===== src/rtl/dpq_pkg.sv =====
`timescale 1ns / 1ps

package dpq_pkg;

  // Data width of one stored value
  localparam int DATA_W = 32;

  // Width of the reported count
  localparam int COUNT_OUT_W = 7;

  // Action codes carried by an input word
  typedef enum logic [1:0] {
    ACT_INSERT  = 2'd0,
    ACT_DEL_MAX = 2'd1,
    ACT_DEL_MIN = 2'd2,
    ACT_CLEAR   = 2'd3
  } action_t;

  // Command broadcast to every cell of the sorted row
  typedef struct packed {
    logic                     ins;      // shift up above the insert point
    logic                     del_min;  // shift the whole row down by one
    logic signed [DATA_W-1:0] value;    // value being inserted
  } cell_cmd_t;

endpackage


===== src/rtl/dpq_cell.sv =====
`timescale 1ns / 1ps

module dpq_cell
  import dpq_pkg::*;
#(
  parameter int IDX   = 0,
  parameter int CNT_W = 7
) (
  input  logic                     clk,
  input  cell_cmd_t                cmd,
  input  logic [CNT_W-1:0]         count,
  input  logic                     below_le,   // neighbor below keeps its value
  input  logic signed [DATA_W-1:0] below_val,
  input  logic signed [DATA_W-1:0] above_val,
  output logic                     le_out,
  output logic signed [DATA_W-1:0] val_out,
  output logic signed [DATA_W-1:0] top_val     // own value when topmost, else 0
);

  logic signed [DATA_W-1:0] val_r, val_nxt;
  logic                     occupied;

  assign occupied = CNT_W'(IDX) < count;
  // Occupied and not above the new value: this cell stays put on insert
  assign le_out   = occupied && (val_r <= cmd.value);
  assign val_out  = val_r;
  assign top_val  = (CNT_W'(IDX + 1) == count) ? val_r : '0;

  // Next value: hold, take the new value, or shift from a neighbor
  always_comb begin
    val_nxt = val_r;
    if (cmd.ins) begin
      if (le_out) begin
        val_nxt = val_r;
      end else if (below_le) begin
        val_nxt = cmd.value;
      end else begin
        val_nxt = below_val;
      end
    end else if (cmd.del_min) begin
      val_nxt = above_val;
    end
  end

  always_ff @(posedge clk) begin
    val_r <= val_nxt;
  end

endmodule


===== config.mk =====
export PLATFORM = sky130hd
export DESIGN_NAME = dpq_cell
export DESIGN_NICKNAME = d
export VERILOG_FILES = /design/src/rtl/dpq_pkg.sv /design/src/rtl/dpq_cell.sv
export SDC_FILE = /design/constraint.sdc
export NUM_CORES = 1
export LEC_CHECK = 0
export ABC_CLOCK_PERIOD_IN_PS = 5700
export BUFFER_PORTS_ARGS = -buffer_cell sky130_fd_sc_hd__buf_2
export CORE_UTILIZATION = 45
export CTS_BUF_LIST = sky130_fd_sc_hd__clkbuf_8
export DETAILED_ROUTE_END_ITERATION = 10
export HOLD_SLACK_MARGIN = 0.1
export PLACE_DENSITY = 0.83
export SLEW_MARGIN = 20
export SYNTH_ARGS = -nofsm -noshare
export SYNTH_HDL_FRONTEND = slang
export SYNTH_SLANG_ARGS = --single-unit
export TNS_END_PERCENT = 30

===== constraint.sdc =====
create_clock -name clk -period 5.7 [get_ports clk]
set_input_delay 1.71 -clock clk [delete_from_list [all_inputs] [get_ports clk]]
set_output_delay 1.71 -clock clk [all_outputs]
set_load 0.005 [all_outputs]

* Word level (Yosys, flattened, before mapping)
Index checks and enable logic that the tools add are counted.
** Cells by class
- Order comparisons :: 2
- Equality and inequality tests :: 2
- Mux-type cells :: 5
- Reductions and logical operators :: 3
** Operators with widths (count)
- $mux W32 :: 5
- $le A32 B32 Y1 :: 1
- $eq A1 B7 Y1 const A :: 1
- $lt A1 B7 Y1 const A :: 1
- $ne A2 B2 Y1 const B :: 1
- $reduce_and A2 Y1 :: 1
- $reduce_bool A2 Y1 :: 1
- $logic_and A1 B1 Y1 :: 1
** Storage, ports and cells
- Flip-flop bits (word level) :: 32
- Output and inout port bits :: 65

* Depth between registers and ports, before layout
Gate-level depths: netlist of run 1.
- Depth in word-level cells :: 4
- Gate-level depth with buffers :: 8
- Gate-level depth less buffers :: 8

* Worst setup path after synthesis of run 1
No wires, ideal clock.
- Path type :: input-to-output
- From :: in cmd[30] (netlist name)
- To :: out le_out
- Arrival :: 3.163 ns
- Slack :: 0.827 ns
- Stages on the path :: 8
- Buffers on the path :: 0
- Path through :: inv_1 -> ha_1 -> a21oi_1 -> nand2_1 -> a221o_1 -> a211oi_2 -> nor4bb_1 -> o21a_1
** Between the ends
- Word-level cells in the longest chain between the ends :: 2
** RTL lines
- from (decl) :: line dpq_cell.sv:10 : input cell_cmd_t cmd,
- $le A32 B32 Y1 :: line dpq_cell.sv:25 : assign le_out = occupied && (val_r <= cmd.value);
- $logic_and A1 B1 Y1 :: line dpq_cell.sv:25
- to (decl) :: line dpq_cell.sv:15 : output logic le_out,
Every way passes these cells.

* Worst setup path in the final report of run 1
- From :: in cmd[31] (netlist name)
- To :: out le_out
Same word-level chain as after synthesis.

==> out/qor.yml, run 1 <==
status:
  status: "finished, final reports clean"
synthesis:
  ys_seq_elements: 32
  yosysWarnings: 0
  syn_inst: 305
  avgSynthCellArea_um2: 9.00
  ys_seq_area_share_pct: 35.0
  synth.distinct_cells: 31
  syn-cell-area_um2: 2740
  syn-num-nets: 444
clock_network:
  cts_tree: "done"
  numCtsBuffers: 5
  cts_buffer_depth: 2
  clock-sinks: 32
  cts_resized: 0
  clk_latency_ns: 0.27
  clockRootBuffer: "clkbuf_8"
  htreeDepth: 2
  hold_buffers: 0
  clkTransAtPathRegs_ns: 0.06
  post_cts_buffers: 0
placed_design:
  dpl_cell_area_um2: 3670
  post-dp-hpwl_mm: 5.78
  portBuffers: 171
  gp_congestion: 0.844
die:
  start_util_pct: 46.6
  rows: 28
  die-area_um2: 6410
  die_w_um: 80.1
  die_h_um: 80.1
  core_um2: 5890
  ios: 172
critical_path:
  cp_max_fo: 6
  arrival_ns: 3.52
  end_kind: "primary output"
  cp-start-kind: "input pin"
  worstSetupPathType: "in -> out"
  worstPathRequired_ns: 3.99
grt:
  grt_busiest_layer: "met2"
  grt_pass1_vias: 2655
  grt_usage_pct: 22.9
  grt_max_degree: 51
  antenna_found_initial: 0
  use_met3_pct: 4.55
  grt_pass1_wl_mm: 11.3
  met1_usage_pct: 24.6
  grt_use_met2_pct: 44.4
  overflow: 0
timing:
  setup_viol: 0
  max_slew.worst_pin.slew_ns: 0.975
  finalSetupTns_ns: 0
  rsz0062_at_grt: "no"
  fmax_ghz: 0.191
  fin_skew_ns: 0.00496
  slew_headroom_pct: 35.0
  period_share_pct: 91.7
  min_period_ns: 5.23
  finalHoldViolCount: 0
  drv_slew: 0
cells_and_area:
  largest_reg_flops: 32
  fin_nets: 611
  final_layout_size_suffix_gt1_share_pct: 40.0
  fillerInstances: 525
  syn_to_final_growth_pct: 36.3
  num_antenna_cells: 0
  fin_area_um2: 3740
  layout_commonest_cell: "buf_2"
  final_cell_mix: "buf_2 (171), a21oi_1 (46), nor2_1 (36)"
  fin_util_pct: 63.6
route:
  dr.pass1.iters: 4
  wl_mm: 7.07
  ant_nets: 0
  avgViaCountPerCell: 5.08
  drt_iter0_drc: 73
  wl_per_cell_um: 13.0
  vias: 2771
  drc: 0
worst_hold_path:
  hold_class: "reg -> reg"
flow_run:
  drv_cap: 0
power:
  ir_worst_vdd_v: 0.000121
  power_density_nw_per_um2: 197
  leakage_nw: 2.04
[power by group]
part	internal (W)	total [W]	switching, W
Sequential	0.000308	0.000334	0.0000257
Combinational	0.000119	0.000250	0.000132
Clock	0.0000785	0.000151	0.0000726
[routing by layer]
layer,routed length (um),part of all wire (%)
met1,2820,40
met2,3760,53
met3,426,6.0
met4,55,0.78
met5,0,0
[cell families (layout without fill, tap and decap cells)]
group,count (synthesis),count (layout),synth area share (%)
AO/OA/AOI/OAI,58,58,11.7
buffers and inverters,49,214,6.84
adder cells (fa/ha/maj),32,32,14.6
AND/OR/NAND/NOR,102,102,20.2
flip-flops,32,32,35.0
multiplexers,32,32,11.7
[Yosys cell counts (all sizes together)]
master | count | area, um2
a2111o | 1 | 11.3
a211oi | 1 | 12.5
a21o | 1 | 7.51
a21oi | 46 | 230
a221o | 1 | 10.0
a221oi | 1 | 8.76
and2 | 31 | 194
buf | 3 | 15.0
clkbuf | 12 | 45.0
edfxtp | 32 | 961
ha | 32 | 400
inv | 34 | 128
mux2i | 32 | 320
nand2 | 11 | 43.8
nand3 | 7 | 35.0
nand3b | 1 | 7.51
nand4 | 6 | 50.0
nor2 | 37 | 139
nor2b | 1 | 6.26
nor3 | 3 | 25.0
nor4 | 3 | 33.8
nor4b | 1 | 8.76
nor4bb | 1 | 10.0
o211ai | 1 | 7.51
o21a | 1 | 7.51
o21ai | 4 | 20.0
o22ai | 1 | 6.26
[worst max-delay path: stages]
cell	delay, ns
buf_2	0.09
inv_1	0.04
ha_1	0.38
nand4_2	0.18
nor4_4	0.41
nand2_2	0.10
nor3_2	0.23
nor4bb_1	0.08
o21a_1	0.18
buf_2	0.12
[cell type report]
cell class | instances | area (um2) | share of cell area, %
clock buffers | 5 | 68.8 | 1.84
inverters | 34 | 128 | 3.41
multi-input cells | 224 | 1600 | 42.9
flip-flops and latches | 32 | 961 | 25.7
well taps | 75 | 93.8 | 2.51
repair buffers | 175 | 886 | 23.7
[final timing paths]
check | slack (ns) | depth (start not counted) | from | end
setup / recovery | 0.47 | 10 | cmd[31] | le_out
hold reg to reg | 1.26 | 5 | val_out[31] | val_out[1]
hold / removal | 1.26 | 5 | val_out[31] | val_out[1]
setup reg to reg | 2.61 | 8 | val_out[31] | val_out[20]
[stage by stage]
stage / setup slack (ns) / power (W) / hold slack [ns] / instances
2_1_floorplan: 0.827 / 0.000476 / 1.26 / 305
3_3_place_gp: 0.466 / 0.000583 / 1.23 / 540
3_5_place_dp: 0.458 / 0.000593 / 1.25 / 540
5_1_grt: 0.253 / 0.000794 / 1.35 / 545
6_report: 0.471 / 0.000736 / 1.26 / 545
4_1_cts: 0.450 / 0.000747 / 1.26 / 545
No activity file was read; power rests on OpenSTA's default activity.
==> inputs of run 2 (changes only) <==
--- a/config.mk
+++ b/config.mk
@@ -6,12 +6,12 @@
 export NUM_CORES = 1
 export LEC_CHECK = 0
 export ABC_CLOCK_PERIOD_IN_PS = 5700
-export BUFFER_PORTS_ARGS = -buffer_cell sky130_fd_sc_hd__buf_2
-export CORE_UTILIZATION = 45
+export CORE_UTILIZATION = 66
 export CTS_BUF_LIST = sky130_fd_sc_hd__clkbuf_8
 export DETAILED_ROUTE_END_ITERATION = 10
+export DONT_BUFFER_PORTS = 1
 export HOLD_SLACK_MARGIN = 0.1
-export PLACE_DENSITY = 0.83
+export PLACE_DENSITY = 0.81
 export SLEW_MARGIN = 20
 export SYNTH_ARGS = -nofsm -noshare
 export SYNTH_HDL_FRONTEND = slang
==> out/qor.yml, run 2 (synthesized netlist as in run 1, its figures left out) <==
status:
  status: "finished, final reports clean"
placed_design:
  place_inst: 342  # -37%
  portBuffers: 0  # -100%
  post-dp-hpwl_mm: 4.50  # -22%
  gp_congestion: 0.813  # -3.7%
die:
  rows: 23  # -18%
  die-area_um2: 4420  # -31%
  die_w_um: 66.5  # -17%
  die_h_um: 66.5  # -17%
  ios: 172  # unchanged
  start_util_pct: 68.6  # +22 points
  core_um2: 4000  # -32%
route:
  drc: 0  # unchanged
  drt_iter0_drc: 66  # -9.6%
  wl_mm: 5.81  # -18%
  avgViaCountPerCell: 6.14  # +21%
  ant_nets: 0  # unchanged
  dr.pass1.iters: 4  # unchanged
  wl_per_cell_um: 16.6  # +28%
  vias: 2150  # -22%
critical_path:
  r2r_end: "val_out[20]"
  worstPathRequired_ns: 3.99  # about the same
  end_kind: "primary output"
  arrival_ns: 3.33  # -0.19 ns
  cp_max_fo: 4  # -2
  reg2reg_slack_ns: 2.61  # about the same
  r2r_start: "val_out[31]"
  reg2regPathDepth: 8  # unchanged
  worstSetupPathType: "in -> out"
  cp-start-kind: "input pin"
timing:
  max_slew.worst_pin.slew_ns: 0.638  # -0.336 ns
  period_share_pct: 88.4  # -3.4 points
  rsz0062_at_grt: "no"
  finalHoldViolCount: 0  # unchanged
  fin_skew_ns: 0.00283  # -0.00213 ns
  drv_slew: 0  # unchanged
  whs_ns: 1.30  # +0.0465 ns
  slew_headroom_pct: 57.4  # +22 points
  min_period_ns: 5.04  # -0.193 ns
  finalSetupTns_ns: 0  # unchanged
  setup_viol: 0  # unchanged
  fmax_ghz: 0.199  # +3.8%
power:
  total_power_w: 0.000661  # -10%
  ir_worst_vdd_v: 0.000156  # +28%
  power_density_nw_per_um2: 232  # +18%
  leakage_nw: 1.32  # -35%
worst_hold_path:
  worstHoldStart: "val_out[31]"
  hold_class: "reg -> reg"
  min_to: "val_out[30]"
  hold_depth: 5  # unchanged
clock_network:
  numCtsBuffers: 5  # unchanged
  cts_buffer_depth: 2  # unchanged
  post_cts_buffers: 0  # unchanged
  cts_tree: "done"
  clock-sinks: 32  # unchanged
  clkTransAtPathRegs_ns: 0.06  # about the same
  clk_latency_ns: 0.27  # about the same
  cts_resized: 0  # unchanged
  htreeDepth: 2  # unchanged
  hold_buffers: 0  # unchanged
  clockRootBuffer: "clkbuf_8"
cells_and_area:
  num_antenna_cells: 0  # unchanged
  largest_reg_flops: 32  # unchanged
  final_layout_size_suffix_gt1_share_pct: 5.00  # -35 points
  fin_nets: 438  # -28%
  syn_to_final_growth_pct: 3.88
  layout_commonest_cell: "a21oi_1"
  final_cell_mix: "a21oi_1 (46), inv_1 (36), nor2_1 (36)"
  fin_util_pct: 71.3  # +7.7 points
  layout.cells.non_filler: 350  # -36%
grt:
  grt_max_degree: 69  # +35%
  grt_pass1_wl_mm: 8.80  # -22%
  antenna_found_initial: 0  # unchanged
  overflow: 0  # unchanged
  grt_pass1_vias: 1999  # -25%
  grt_usage_pct: 26.8  # +3.9 points
flow_run:
  drv_cap: 0  # unchanged
run 2: changes by cell type in the layout (fill, tap and decap cells not counted):
cell	previous run	this run
buf_4	4	2
clkinv_1	0	1
inv_1	34	36
buf_2	171	0
run 2: report_power, final:
| part | total, W | internal [W] | switching (W) |
|---|---|---|---|
| Sequential | 0.000342 | 0.000309 | 0.0000332 |
| Clock | 0.000159 | 0.0000813 | 0.0000782 |
| Combinational | 0.000160 | 0.0000708 | 0.0000890 |
run 2: cell type report:
type                    instances  area, um2
well taps                      50       62.6
fillers                       315       1150
flip-flops and latches         32        961
multi-input cells             224       1600
inverters                      34        128
clock inverters                 3       11.3
clock buffers                   5       68.8
repair buffers                  2       15.0
run 2: worst max path at each step:
stage                  from  endpoint  slack (ns)
finish              cmd[30]    le_out        0.66
global route        cmd[31]    le_out        0.52
CTS                 cmd[30]    le_out        0.69
detailed placement  cmd[30]    le_out        0.69
global placement    cmd[31]    le_out        0.73
floorplan           cmd[30]    le_out        0.83
run 2: through the flow:
step	area [um2]	setup slack, ns
floorplan	2740	0.827
global placement	2770	0.727
detailed placement	2770	0.691
CTS	2850	0.691
global route	2850	0.518
finish	2850	0.663
run 2: critical path, cell delays in order:
cell and delay, ns:
inv_1 0.02, ha_1 0.32, a21oi_1 0.16, nand2_1 0.07, a221o_1 0.35, a211oi_2 0.22
nor4bb_1 0.27, o21a_1 0.20
run 2: per-layer routing:
metal | global-route usage (%) | wire length [um] | vias up
met5 | 0 | 0 | -
met4 | 11.7 | 148 | 0
met3 | 5.99 | 463 | 13
met2 | 45.3 | 2780 | 108
met1 | 32.4 | 2420 | 968
li1 | - | - | 1061
==> inputs of run 3 (changes only) <==
--- a/config.mk
+++ b/config.mk
@@ -5,7 +5,7 @@
 export SDC_FILE = /design/constraint.sdc
 export NUM_CORES = 1
 export LEC_CHECK = 0
-export ABC_CLOCK_PERIOD_IN_PS = 5700
+export ABC_CLOCK_PERIOD_IN_PS = 5300
 export CORE_UTILIZATION = 66
 export CTS_BUF_LIST = sky130_fd_sc_hd__clkbuf_8
 export DETAILED_ROUTE_END_ITERATION = 10
==> constraint.sdc (replaced) <==
create_clock -name clk -period 5.3 [get_ports clk]
set_input_delay 1.59 -clock clk [delete_from_list [all_inputs] [get_ports clk]]
set_output_delay 1.59 -clock clk [all_outputs]
set_load 0.005 [all_outputs]
==> out/qor.yml, run 3 (synthesized netlist as in run 1, its figures left out) <==
status:
  status: "finished, final reports clean"
cells_and_area:
  num_antenna_cells: 0  # unchanged
  largest_reg_flops: 32  # unchanged
  layout_commonest_cell: "a21oi_1"
  fin_area_um2: 2850  # unchanged
  final_cell_mix: "a21oi_1 (46), inv_1 (36), nor2_1 (36)"
  syn_to_final_growth_pct: 3.88  # unchanged
  final_layout_size_suffix_gt1_share_pct: 5.00  # unchanged
  fin_util_pct: 71.3  # unchanged
  fin_nets: 438  # unchanged
power:
  leakage_nw: 1.32  # unchanged
  ir_worst_vdd_v: 0.000162  # +4.1%
  power_density_nw_per_um2: 251  # +8.1%
placed_design:
  dpl_cell_area_um2: 2770  # unchanged
  post-dp-hpwl_mm: 4.56  # +1.2%
  place_ws_ns: 0.546  # -0.145 ns
  gp_congestion: 0.770  # -5.2%
  portBuffers: 0  # unchanged
route:
  ant_nets: 0  # unchanged
  drt_iter0_drc: 56  # -15%
  wl_mm: 5.85  # +0.65%
  wl_per_cell_um: 16.7  # +0.65%
  drc: 0  # unchanged
  dr.pass1.iters: 4  # unchanged
  vias: 2142  # -0.37%
  avgViaCountPerCell: 6.12  # -0.37%
critical_path:
  cp_max_fo: 4  # unchanged
  reg2regPathDepth: 8  # unchanged
  arrival_ns: 3.18  # -0.15 ns
  end_kind: "primary output"
  worstPathRequired_ns: 3.71  # -0.28 ns
  reg2reg_slack_ns: 2.29  # -0.32 ns
  crit_start: "cmd[30]"
  worstSetupPathType: "in -> out"
  cp-start-kind: "input pin"
  r2r_end: "val_out[28]"
  r2r_start: "val_out[31]"
die:
  ios: 172  # unchanged
  core_um2: 4000  # unchanged
  start_util_pct: 68.6  # unchanged
  die_w_um: 66.5  # unchanged
  die_h_um: 66.5  # unchanged
  die-area_um2: 4420  # unchanged
  rows: 23  # unchanged
clock_network:
  htreeDepth: 2  # unchanged
  cts_resized: 0  # unchanged
  clkTransAtPathRegs_ns: 0.06  # about the same
  cts_buffer_depth: 2  # unchanged
  clockRootBuffer: "clkbuf_8"
  hold_buffers: 0  # unchanged
  numCtsBuffers: 5  # unchanged
  clk_latency_ns: 0.28  # about the same
  clock-sinks: 32  # unchanged
  post_cts_buffers: 0  # unchanged
  cts_tree: "done"
timing:
  finalSetupTns_ns: 0  # unchanged
  fmax_ghz: 0.209
  max_slew.worst_pin.slew_ns: 0.517  # -0.121 ns
  rsz0062_at_grt: "no"
  fin_skew_ns: 0.00406  # +0.00123 ns
  worst_slack_ns: 0.526  # -0.138 ns
  setup_viol: 0  # unchanged
  period_share_pct: 90.1
  min_period_ns: 4.77
  finalHoldViolCount: 0  # unchanged
  drv_slew: 0  # unchanged
  slew_headroom_pct: 65.1  # +7.7 points
worst_hold_path:
  worstHoldStart: "val_out[31]"
  hold_class: "reg -> reg"
  hold_depth: 5  # unchanged
  min_to: "val_out[7]"
grt:
  grt_pass1_wl_mm: 8.58  # -2.6%
  grt_pass1_vias: 1924  # -3.8%
  grt_usage_pct: 26.4  # -0.35 points
  grt_max_degree: 69  # unchanged
  antenna_found_initial: 0  # unchanged
  overflow: 0  # unchanged
flow_run:
  drv_cap: 0  # unchanged
[run 3: layout make-up]
| class | count | area, um2 |
|---|---|---|
| clock buffers | 5 | 68.8 |
| flip-flops and latches | 32 | 961 |
| well taps | 50 | 62.6 |
| fillers | 335 | 1150 |
| repair buffers | 2 | 15.0 |
| inverters | 34 | 128 |
| clock inverters | 3 | 11.3 |
| multi-input cells | 224 | 1600 |
[run 3: worst max-delay path by stage]
stage | endpoint | cells after the start | slack (ns)
final | le_out | 8 | 0.53
after global routing | le_out | 8 | 0.39
after CTS | le_out | 8 | 0.54
after detailed placement | le_out | 8 | 0.55
after global placement | le_out | 8 | 0.57
after floorplan | le_out | 8 | 0.67
[run 3: routing by layer]
layer / share of wire (%) / vias to the layer above / track usage, % / routed length [um]
li1: - / 1057 / - / -
met1: 40 / 962 / 29.8 / 2350
met2: 49 / 113 / 45.9 / 2870
met3: 9.0 / 10 / 7.53 / 528
met4: 1.8 / 0 / 12.0 / 104
met5: 0 / - / 0 / 0
[run 3: metrics by stage]
stage	std cells	hold slack, ns	power [W]
after global placement	342	1.27	0.000539
after detailed placement	342	1.30	0.000547
after CTS	350	1.31	0.000718
after global routing	350	1.45	0.000758
final	350	1.29	0.000714
after floorplan	305	1.26	0.000512
[run 3: critical path, stage by stage]
cell	delay, ns
inv_1	0.03
ha_1	0.33
a21oi_1	0.15
nand2_1	0.07
a221o_1	0.35
a211oi_2	0.22
nor4bb_1	0.24
o21a_1	0.20
[run 3: power breakdown]
| group | switching (W) | internal, W | total, W |
|---|---|---|---|
| Clock | 0.0000862 | 0.0000874 | 0.000174 |
| Sequential | 0.0000357 | 0.000332 | 0.000368 |
| Combinational | 0.0000968 | 0.0000765 | 0.000173 |
| Total | 0.000219 | 0.000496 | 0.000714 |
